**src/sv/dfa_pkg.sv**
```systemverilog
// Shared constants, types and codes for the decimal float to ASCII formatter.
package dfa_pkg;

    // Field widths and limits of the formatter.
    localparam int MANT_DIGITS = 16;
    localparam int CHUNK_CHARS = 8;
    localparam int MAX_RESULTS = 13;
    localparam int MANT_W      = 54;
    localparam int EXP_W       = 8;
    localparam int EXP_LOW     = -96;
    localparam int EXP_HIGH    = 80;
    localparam int BCD_W       = 4 * MANT_DIGITS;
    localparam int CHARS_W     = 8 * CHUNK_CHARS;
    localparam int CNT_W       = 4;
    localparam int TEXT_MAX    = MAX_RESULTS * CHUNK_CHARS;
    localparam int POS_W       = $clog2(TEXT_MAX + 1);
    localparam int STEP_W      = $clog2(MANT_W + 1);
    localparam int ND_W        = $clog2(MANT_DIGITS + 1);
    localparam int CIDX_W      = (CHUNK_CHARS > 1) ? $clog2(CHUNK_CHARS) : 1;
    localparam int WIDE_W      = 10;

    // Largest mantissa of MANT_DIGITS decimal digits.
    localparam logic [MANT_W-1:0] MANT_CEIL = MANT_W'(64'd9999999999999999);

    // ASCII codes used in the text.
    localparam logic [7:0] CH_MINUS = 8'h2D;
    localparam logic [7:0] CH_POINT = 8'h2E;
    localparam logic [7:0] CH_ZERO  = 8'h30;

    // Sequencer states.
    typedef enum logic [2:0] {
        ST_IDLE,
        ST_CONV,
        ST_STRIP,
        ST_NORM,
        ST_SETUP,
        ST_EMIT
    } t_state;

    // Operations of the shared BCD shift unit.
    typedef enum logic [2:0] {
        BOP_HOLD,
        BOP_LOAD,
        BOP_DABBLE,
        BOP_SHR,
        BOP_SHL
    } t_bcd_op;

    // Layout of the text.
    typedef enum logic [1:0] {
        FM_ZERO,
        FM_INT,
        FM_POINT,
        FM_FRAC
    } t_mode;

    // Status of the BCD register seen by the sequencer.
    typedef struct packed {
        logic       low_zero;
        logic       top_zero;
        logic [3:0] top_digit;
    } t_bcd_stat;

    // Text layout worked out once per item.
    typedef struct packed {
        t_mode            mode;
        logic             neg;
        logic [POS_W-1:0] split;
        logic [POS_W-1:0] len;
    } t_fmt;

    // One chunk of text ready for the output register.
    typedef struct packed {
        logic [CHARS_W-1:0] chars;
        logic [CNT_W-1:0]   count;
        logic               last;
    } t_chunk;

endpackage

```
**src/sv/dfa_bcd_unit.sv**
```systemverilog
// Shared BCD shift unit: binary to BCD conversion and digit shifting.
module dfa_bcd_unit (
    input  logic                       i_clk,
    input  logic                       i_rst_n,
    input  dfa_pkg::t_bcd_op           i_op,
    input  logic [dfa_pkg::MANT_W-1:0] i_mantissa,
    output dfa_pkg::t_bcd_stat         o_stat
);
    import dfa_pkg::*;

    logic [MANT_W-1:0] r_bin;
    logic [BCD_W-1:0]  r_bcd;
    logic [BCD_W-1:0]  adj;
    logic [MANT_W-1:0] sat;

    // Saturate the mantissa to the largest value the digit register holds.
    assign sat = (i_mantissa > MANT_CEIL) ? MANT_CEIL : i_mantissa;

    // Add three to every digit of five or more before the doubling shift.
    always_comb begin
        for (int d = 0; d < MANT_DIGITS; d++) begin
            adj[4*d +: 4] = (r_bcd[4*d +: 4] >= 4'd5) ? r_bcd[4*d +: 4] + 4'd3
                                                      : r_bcd[4*d +: 4];
        end
    end

    // One operation per cycle, chosen by the sequencer.
    always_ff @(posedge i_clk) begin
        unique case (i_op)
            BOP_LOAD: begin
                r_bin <= sat;
                r_bcd <= '0;
            end
            BOP_DABBLE: begin
                r_bcd <= {adj[BCD_W-2:0], r_bin[MANT_W-1]};
                r_bin <= {r_bin[MANT_W-2:0], 1'b0};
            end
            BOP_SHR: begin
                r_bcd <= {4'h0, r_bcd[BCD_W-1:4]};
            end
            BOP_SHL: begin
                r_bcd <= {r_bcd[BCD_W-5:0], 4'h0};
            end
            default: begin
            end
        endcase
    end

    // Status for the sequencer.
    assign o_stat.low_zero  = (r_bcd[3:0] == 4'h0);
    assign o_stat.top_zero  = (r_bcd[BCD_W-1 -: 4] == 4'h0);
    assign o_stat.top_digit = r_bcd[BCD_W-1 -: 4];

`ifndef ASSERT_OFF
    // Stripping may only drop a zero digit.
    a_strip_zero: assert property (@(posedge i_clk) disable iff (!i_rst_n)
        i_op == BOP_SHR |-> r_bcd[3:0] == 4'h0)
        else $error("BCD unit: a non-zero digit was stripped.");
`endif

endmodule

```
**src/sv/dfa_char_sel.sv**
```systemverilog
// Character selector: picks the character at one text position.
module dfa_char_sel (
    input  dfa_pkg::t_fmt             i_fmt,
    input  logic [dfa_pkg::POS_W-1:0] i_pos,
    input  logic [3:0]                i_digit,
    output logic [7:0]                o_char,
    output logic                      o_take
);
    import dfa_pkg::*;

    logic [POS_W-1:0] q;
    logic [7:0]       dig_char;

    // Position after the sign, and the ASCII form of the leading digit.
    assign q        = i_pos - POS_W'(i_fmt.neg);
    assign dig_char = {4'h3, i_digit};

    // Choose the character by layout; o_take consumes the leading digit.
    always_comb begin
        o_char = CH_ZERO;
        o_take = 1'b0;
        if (i_fmt.neg && i_pos == '0) begin
            o_char = CH_MINUS;
        end else begin
            unique case (i_fmt.mode)
                FM_ZERO: begin
                    o_char = CH_ZERO;
                end
                FM_INT: begin
                    if (q < i_fmt.split) begin
                        o_char = dig_char;
                        o_take = 1'b1;
                    end
                end
                FM_POINT: begin
                    if (q == i_fmt.split) begin
                        o_char = CH_POINT;
                    end else begin
                        o_char = dig_char;
                        o_take = 1'b1;
                    end
                end
                FM_FRAC: begin
                    priority if (q == POS_W'(1)) begin
                        o_char = CH_POINT;
                    end else if (q == '0 || q < i_fmt.split) begin
                        o_char = CH_ZERO;
                    end else begin
                        o_char = dig_char;
                        o_take = 1'b1;
                    end
                end
                default: begin
                end
            endcase
        end
    end

endmodule

```
**src/sv/dfa_ctrl.sv**
```systemverilog
// Sequencer: drives the BCD unit, lays out the text and packs chunks.
module dfa_ctrl (
    input  logic                             i_clk,
    input  logic                             i_rst_n,
    input  logic                             i_valid,
    output logic                             o_stall,
    input  logic                             i_sign_positive,
    input  logic signed [dfa_pkg::EXP_W-1:0] i_exponent,
    input  logic                             i_mant_zero,
    input  dfa_pkg::t_bcd_stat               i_stat,
    output dfa_pkg::t_bcd_op                 o_op,
    input  logic                             i_out_free,
    output logic                             o_push,
    output dfa_pkg::t_chunk                  o_chunk
);
    import dfa_pkg::*;

    t_state                   r_state, n_state;
    logic [STEP_W-1:0]        r_cnt;
    logic signed [EXP_W-1:0]  r_exp;
    logic                     r_neg;
    logic                     r_zero;
    logic [ND_W-1:0]          r_z;
    t_fmt                     r_fmt, n_fmt;
    logic [POS_W-1:0]         r_p;
    logic [CIDX_W-1:0]        r_ccnt;
    logic [CHARS_W-1:0]       r_chunk, n_chunk;

    logic                     accept;
    logic                     advance;
    logic                     complete;
    logic                     is_last;
    logic                     conv_done;
    logic [7:0]               ch;
    logic                     take;
    logic signed [EXP_W-1:0]  exp_clamp;
    logic [ND_W-1:0]          nd;
    logic signed [WIDE_W-1:0] e_w, nd_w, pos_w, off_w, len_w, split_w;

    assign accept    = i_valid && !o_stall;
    assign conv_done = (r_cnt == STEP_W'(MANT_W - 1));
    assign is_last   = (r_p == r_fmt.len - POS_W'(1));
    assign complete  = (r_ccnt == CIDX_W'(CHUNK_CHARS - 1)) || is_last;

    // Clamp the incoming exponent to its legal range.
    always_comb begin
        priority if (i_exponent < EXP_W'(EXP_LOW)) begin
            exp_clamp = EXP_W'(EXP_LOW);
        end else if (i_exponent > EXP_W'(EXP_HIGH)) begin
            exp_clamp = EXP_W'(EXP_HIGH);
        end else begin
            exp_clamp = i_exponent;
        end
    end

    // Text layout from the stripped exponent and the digit count.
    assign nd    = ND_W'(MANT_DIGITS) - r_z;
    assign e_w   = WIDE_W'(r_exp);
    assign nd_w  = WIDE_W'(nd);
    assign pos_w = nd_w + e_w;
    assign off_w = WIDE_W'(r_neg);

    always_comb begin
        n_fmt.neg = r_neg && !r_zero;
        priority if (r_zero) begin
            n_fmt.mode = FM_ZERO;
            split_w    = '0;
            len_w      = WIDE_W'(1);
        end else if (e_w >= 0) begin
            n_fmt.mode = FM_INT;
            split_w    = nd_w;
            len_w      = off_w + nd_w + e_w;
        end else if (pos_w > 0) begin
            n_fmt.mode = FM_POINT;
            split_w    = pos_w;
            len_w      = off_w + nd_w + WIDE_W'(1);
        end else begin
            n_fmt.mode = FM_FRAC;
            split_w    = WIDE_W'(2) - pos_w;
            len_w      = off_w + split_w + nd_w;
        end
        n_fmt.split = split_w[POS_W-1:0];
        n_fmt.len   = (len_w > WIDE_W'(TEXT_MAX)) ? POS_W'(TEXT_MAX) : len_w[POS_W-1:0];
    end

    dfa_char_sel u_char_sel (
        .i_fmt   (r_fmt),
        .i_pos   (r_p),
        .i_digit (i_stat.top_digit),
        .o_char  (ch),
        .o_take  (take)
    );

    // Place the new character into the chunk being built.
    always_comb begin
        n_chunk = r_chunk;
        n_chunk[{r_ccnt, 3'b000} +: 8] = ch;
    end

    // Next state.
    always_comb begin
        n_state = r_state;
        unique case (r_state)
            ST_IDLE: begin
                if (accept) begin
                    n_state = i_mant_zero ? ST_SETUP : ST_CONV;
                end
            end
            ST_CONV: begin
                if (conv_done) begin
                    n_state = ST_STRIP;
                end
            end
            ST_STRIP: begin
                if (!i_stat.low_zero) begin
                    n_state = ST_NORM;
                end
            end
            ST_NORM: begin
                if (!i_stat.top_zero) begin
                    n_state = ST_SETUP;
                end
            end
            ST_SETUP: begin
                n_state = ST_EMIT;
            end
            ST_EMIT: begin
                if (advance && is_last) begin
                    n_state = ST_IDLE;
                end
            end
            default: begin
                n_state = ST_IDLE;
            end
        endcase
    end

    // State outputs and unit operations.
    always_comb begin
        o_stall = 1'b1;
        o_op    = BOP_HOLD;
        advance = 1'b0;
        unique case (r_state)
            ST_IDLE: begin
                o_stall = 1'b0;
                if (accept) begin
                    o_op = BOP_LOAD;
                end
            end
            ST_CONV: begin
                o_op = BOP_DABBLE;
            end
            ST_STRIP: begin
                if (i_stat.low_zero) begin
                    o_op = BOP_SHR;
                end
            end
            ST_NORM: begin
                if (i_stat.top_zero) begin
                    o_op = BOP_SHL;
                end
            end
            ST_SETUP: begin
            end
            ST_EMIT: begin
                advance = i_out_free || !complete;
                if (advance && take) begin
                    o_op = BOP_SHL;
                end
            end
            default: begin
            end
        endcase
    end

    // A finished chunk goes to the output register.
    assign o_push        = advance && complete;
    assign o_chunk.chars = n_chunk;
    assign o_chunk.count = CNT_W'(r_ccnt) + CNT_W'(1);
    assign o_chunk.last  = is_last;

    // State register.
    always_ff @(posedge i_clk) begin
        if (!i_rst_n) begin
            r_state <= ST_IDLE;
        end else begin
            r_state <= n_state;
        end
    end

    // Working registers of the sequencer.
    always_ff @(posedge i_clk) begin
        if (accept) begin
            r_neg  <= !i_sign_positive;
            r_zero <= i_mant_zero;
            r_exp  <= exp_clamp;
            r_cnt  <= '0;
            r_z    <= '0;
        end
        if (r_state == ST_CONV) begin
            r_cnt <= r_cnt + STEP_W'(1);
        end
        if (r_state == ST_STRIP && i_stat.low_zero) begin
            r_exp <= r_exp + EXP_W'(1);
        end
        if (r_state == ST_NORM && i_stat.top_zero) begin
            r_z <= r_z + ND_W'(1);
        end
        if (r_state == ST_SETUP) begin
            r_fmt   <= n_fmt;
            r_p     <= '0;
            r_ccnt  <= '0;
            r_chunk <= '0;
        end
        if (advance) begin
            r_p <= r_p + POS_W'(1);
            if (complete) begin
                r_ccnt  <= '0;
                r_chunk <= '0;
            end else begin
                r_ccnt  <= r_ccnt + CIDX_W'(1);
                r_chunk <= n_chunk;
            end
        end
    end

`ifndef ASSERT_OFF
    // The conversion runs its full count of steps.
    a_conv_len: assert property (@(posedge i_clk) disable iff (!i_rst_n)
        (r_state == ST_CONV && !conv_done) |=> r_state == ST_CONV)
        else $error("Sequencer: conversion left early.");

    // A chunk is only pushed when the output register can take it.
    a_push_free: assert property (@(posedge i_clk) disable iff (!i_rst_n)
        o_push |-> i_out_free)
        else $error("Sequencer: chunk pushed into a full output register.");

    // Emission never runs past the end of the text.
    a_pos_range: assert property (@(posedge i_clk) disable iff (!i_rst_n)
        r_state == ST_EMIT |-> r_p < r_fmt.len)
        else $error("Sequencer: text position beyond text length.");
`endif

endmodule

```
**src/sv/decimal_float_to_ascii_formatter_core.sv**
```systemverilog
// Formats a decimal floating-point amount as ASCII text in chunks of eight.
// Each item passes through the 54-step BCD conversion, the stripping of trailing
// zeros and the skipping of leading zero digits, then emits one text character per
// cycle, held while a finished chunk waits for the output register; a zero mantissa
// goes straight to the text set-up. The text holds at most 104 characters; the next
// item is taken once the last chunk is in the output register. Reset is synchronous
// and active low; it returns the sequencer to idle and empties the output register.
module decimal_float_to_ascii_formatter_core (
    input  logic                              i_clk,
    input  logic                              i_rst_n,
    input  logic                              i_valid,
    output logic                              o_stall,
    input  logic                              i_sign_positive,
    input  logic signed [dfa_pkg::EXP_W-1:0]  i_exponent,
    input  logic [dfa_pkg::MANT_W-1:0]        i_mantissa,
    output logic                              o_valid,
    input  logic                              i_stall,
    output logic [dfa_pkg::CHARS_W-1:0]       o_chars,
    output logic [dfa_pkg::CNT_W-1:0]         o_char_count,
    output logic                              o_last
);
    import dfa_pkg::*;

    t_bcd_op   op;
    t_bcd_stat stat;
    t_chunk    chunk;
    logic      push;
    logic      out_free;
    logic      mant_zero;
    logic      r_ovalid;
    t_chunk    r_out;

    assign mant_zero = (i_mantissa == '0);
    assign out_free  = !r_ovalid || !i_stall;

    dfa_bcd_unit u_bcd (
        .i_clk      (i_clk),
        .i_rst_n    (i_rst_n),
        .i_op       (op),
        .i_mantissa (i_mantissa),
        .o_stat     (stat)
    );

    dfa_ctrl u_ctrl (
        .i_clk           (i_clk),
        .i_rst_n         (i_rst_n),
        .i_valid         (i_valid),
        .o_stall         (o_stall),
        .i_sign_positive (i_sign_positive),
        .i_exponent      (i_exponent),
        .i_mant_zero     (mant_zero),
        .i_stat          (stat),
        .o_op            (op),
        .i_out_free      (out_free),
        .o_push          (push),
        .o_chunk         (chunk)
    );

    // Output register: holds a chunk until its transfer completes.
    always_ff @(posedge i_clk) begin
        if (!i_rst_n) begin
            r_ovalid <= 1'b0;
        end else if (push) begin
            r_ovalid <= 1'b1;
        end else if (!i_stall) begin
            r_ovalid <= 1'b0;
        end
    end

    always_ff @(posedge i_clk) begin
        if (push) begin
            r_out <= chunk;
        end
    end

    assign o_valid      = r_ovalid;
    assign o_chars      = r_out.chars;
    assign o_char_count = r_out.count;
    assign o_last       = r_out.last;

endmodule

```
**config.mk**
```make
export PLATFORM = sky130hd
export DESIGN_NAME = decimal_float_to_ascii_formatter_core
export DESIGN_NICKNAME = d
export VERILOG_FILES = /design/src/sv/dfa_pkg.sv /design/src/sv/dfa_bcd_unit.sv /design/src/sv/dfa_char_sel.sv /design/src/sv/dfa_ctrl.sv /design/src/sv/decimal_float_to_ascii_formatter_core.sv
export SDC_FILE = /design/constraint.sdc
export NUM_CORES = 1
export LEC_CHECK = 0
export BUFFER_PORTS_ARGS = -buffer_cell sky130_fd_sc_hd__buf_2
export CAP_MARGIN = 20
export CELL_PAD_IN_SITES_DETAIL_PLACEMENT = 2
export CELL_PAD_IN_SITES_GLOBAL_PLACEMENT = 2
export CORE_MARGIN = 3
export CORE_UTILIZATION = 25
export CTS_CLUSTER_SIZE = 30
export DETAILED_ROUTE_END_ITERATION = 8
export GPL_TIMING_DRIVEN = 0
export HOLD_SLACK_MARGIN = 0.05
export PLACE_DENSITY_LB_ADDON = 0.08
export SETUP_SLACK_MARGIN = 0.2
export SKIP_CTS_REPAIR_TIMING = 1
export SLEW_MARGIN = 0
export SYNTH_ARGS = -nofsm -noshare
export SYNTH_HDL_FRONTEND = slang
export SYNTH_HIERARCHICAL = 1
export SYNTH_SLANG_ARGS = --single-unit
```
**constraint.sdc**
```tcl
create_clock -name i_clk -period 11 [get_ports i_clk]
set_input_delay 1.65 -clock i_clk [delete_from_list [all_inputs] [get_ports i_clk]]
set_output_delay 1.65 -clock i_clk [all_outputs]
set_load 0.01 [all_outputs]
```
==> qor.csv <==
stage,metric,value,unit
timing,fin_crit_sh,56.2,%
drt,wl_per_cell,20.4,um
floorplanning,initial_utilization,25.3,%
floorplanning,die_x,270,um
yosys,synth_edf_count,299,
timing,max_slew_margin,24.1,%
clock_network,clockBufferDepth,3,
critical_path,endpoint_kind,register,
global_route,grt_pass1_wl,87.7,mm
clock_network,root_buffer,clkbuf_16,
drt,drtIter0Drc,608,
floorplanning,coreArea,68700,um^2
critical_path,cp-start-kind,register,
status,outcome,"finished, final reports clean",
cells_and_area,multiInputGateArea,7750,um^2
timing,finalCriticalPeriod,6.18,ns
timing,slew_violations,0,
cells_and_area,layout-drive-gt1-share,16.7,%
yosys,yosys_warnings,6,
power,leakage,7.55,nW
timing,fmaxAchievable,162,MHz
drt,finalWirelength,56.1,mm
clock_network,cts_tree,yes,
cells_and_area,regArea,9060,um^2
timing,finClkSkew,0.0401,ns
critical_path,critical_path_arrival,6.56,ns
timing,rsz0062_at_grt,false,
floorplanning,rows,96,
drt,dr_total_vias,13012,
floorplanning,io_pins,138,
cells_and_area,fin_nets,1931,
hold_path,hold_class,register to register,
power,power_density,329,nW/um^2
critical_path,critPathMaxFanout,10,
drt,via_per_inst,4.74,
clock_network,clk_pin_slew_worst_paths,0.06,ns
place,gp_congestion,0.728,
timing,final-hold-violation-count,0,
cells_and_area,diodes,0,
critical_path,r2r_setup_slack,4.82,ns
critical_path,cp.required,11.38,ns
yosys,ys_seq_area_share,52.1,%
cells_and_area,instances_no_fill,2746,
clock_network,cts_made_buffers,41,
drt,ant_nets,0,
critical_path,slowest_delay,0.84,ns
clock_network,clkLatencyLatePin,0.57,ns
yosys,async_reset_ff_share,0,%
cells_and_area,fill_cells,7505,
global_route,first_global_vias,14213,
timing,worst_slew_pin_slew,1.13,ns
timing,setup_tns,0,ns
timing,setup_viol,0,
floorplanning,die_h,270,um
floorplanning,die_area,72700,um^2
global_route,antenna_found_initial,1,
clock_network,ctsHtreeMaxLevel,2,
global_route,grt-ovfl-total,0,
yosys,synth_flop_cell,edfxtp_1,
yosys,synth-seq-cells,303,
critical_path,crit_slowest_cell,o21bai_1,
place,portBuffers,137,
run,max_cap_viol_count,0,
place,place_inst,2673,
yosys,postSynthCellCount,1590,
yosys,synth.distinct_cells,82,
power,ir_drop,0.127,mV
cells_and_area,area_delta_synth_final,19.7,%
yosys,netlist_area,17400,um^2
place,hpwl,41.1,mm
clock_network,clock_sinks,303,
global_route,grt_max_degree,48,
drt,drcViolationCount,0,
critical_path,cpMostUsedCell,nor2_1,
drt,drt_first_pass_iters,4,
yosys,synth.avg_cell_area,10.9,um^2
global_route,grt.total_usage,15.3,%
critical_path,path_class,register to register,
critical_path,path_cells,inv_1 > ha_1 > nor2b_1 > a31oi_1 > nor4_1 > nand3_1 > a211oi_1 > nor2_1 > o21bai_1 > o21ai_0 > nand2b_1 > nor2_1 > clkbuf_1 > nor2_1 > a21oi_1,
where the power goes:
part	switching, mW	internal [mW]
registers	0.324	1.92
clock network	0.540	0.807
logic	2.02	1.24
total	2.88	3.96
cell usage after synthesis (all sizes together) (5+ instances only):
cell type,number,area (um^2)
edfxtp,299,8980
nand2,151,567
nor2,118,445
a21oi,105,529
o21ai,104,520
inv,80,300
nor2b,77,482
ha,76,951
mux2,56,631
clkbuf,53,199
xnor2,53,464
a22o,41,360
mux2i,41,410
nand3,37,185
nand2b,33,206
o22a,28,246
nor3b,24,180
xor2,21,184
nor4,20,138
nor3,19,100
buf,16,105
or3,12,75.1
a211oi,10,85.1
a21o,10,75.1
a31oi,10,62.6
nand4,9,56.3
nor4b,6,65.1
and3,5,31.3
nand3b,5,37.5
o211ai,5,47.5
o21a,5,37.5
registers in the layout, summed over array words and instances (netlist names), 4 cells and up:
register        flops
o_chars            64
u_ctrl/r_chunk     64
u_ctrl/r_exp        8
u_ctrl/r_cnt        6
u_bcd/r_bcd        64
u_bcd/r_bin        54
u_ctrl/r_z          5
u_ctrl/r_fmt       17
u_ctrl/r_p          7
o_char_count        4
cells by family (layout without fill, tap and decap cells):
family	Yosys count	after routing	share of synthesized area [%]
multiplexers	97	97	5.99
buffers and inverters	150	374	3.50
other	2	3	0.0432
AND/OR/NAND/NOR	531	531	15.5
AO/OA/AOI/OAI	351	351	13.0
XOR/XNOR	76	76	3.99
adder cells (fa/ha/maj)	80	80	5.87
flip-flops	303	303	52.1
metal layers:
layer  vias to the layer above  global-route usage [%]  wire length (um)  part of all wire, %
met2                       142                    26.2             27100                   48
li1                       6218                       -                 -                    -
met1                      6594                    20.6             26300                   47
met5                         -                       0                 0                    0
met3                        58                    2.17              1790                  3.2
met4                         0                    3.04               840                  1.5
final timing paths:
check                                      from              end  depth (start not counted)
worst max-delay path            u_ctrl/r_fmt[0]  u_bcd/r_bin[39]                         15
worst min-delay path            u_bcd/r_bin[51]  u_bcd/r_bin[52]                          2
worst max register to register  u_ctrl/r_fmt[0]  u_bcd/r_bin[39]                         15
worst min register to register  u_bcd/r_bin[51]  u_bcd/r_bin[52]                          2
layout by cell type (no fill, tap or decap), types with 9 or more instances in the layout:
cell type,count
a21oi_1,104
nand2b_1,32
edfxtp_1,299
nor2b_1,77
ha_1,76
buf_2,143
mux2_2,56
nor3_1,18
nor3b_1,23
clkbuf_16,41
mux2i_1,41
clkbuf_1,61
nand2_1,151
nor4_1,18
o21ai_0,103
or3_1,12
nand3_1,37
xnor2_1,52
a31oi_1,10
a22o_1,40
o22a_1,27
a21o_1,10
buf_4,9
inv_1,80
nor2_1,116
xor2_1,21
nand4_1,9
worst max-delay path: cells and delay by family (launching register included):
family	cells	cell delay [ns]
compound gates	5	2.59
fa+ha+maj	1	0.16
buf+inv	2	0.58
flops	1	0.43
simple gates	7	2.25
layout make-up:
cell class / count / share of cell area (%)
well taps: 931 / 5.60
inverters: 81 / 1.46
clock buffers: 49 / 5.07
repair buffers: 151 / 4.26
flip-flops and latches: 303 / 43.5
multi-input cells: 1138 / 37.2
clock inverters: 24 / 1.38
plain buffers: 69 / 1.46
stage by stage:
| step | hold WS [ns] | setup slack, ns | power [mW] | util, % | instance area (um^2) |
|---|---|---|---|---|---|
| after floorplan | 0.484 | 3.60 | 4.43 | - | 17400 |
| after global placement | 0.495 | 0.0776 | 5.48 | 28.0 | 19200 |
| after detailed placement | 0.513 | 4.72 | 5.59 | 28.3 | 19500 |
| after CTS | 0.508 | 4.65 | 7.00 | 30.3 | 20800 |
| after global routing | 0.532 | 4.20 | 7.44 | 30.3 | 20800 |
| final | 0.519 | 4.82 | 6.85 | 30.3 | 20800 |
No activity file was read; power rests on OpenSTA's default activity.
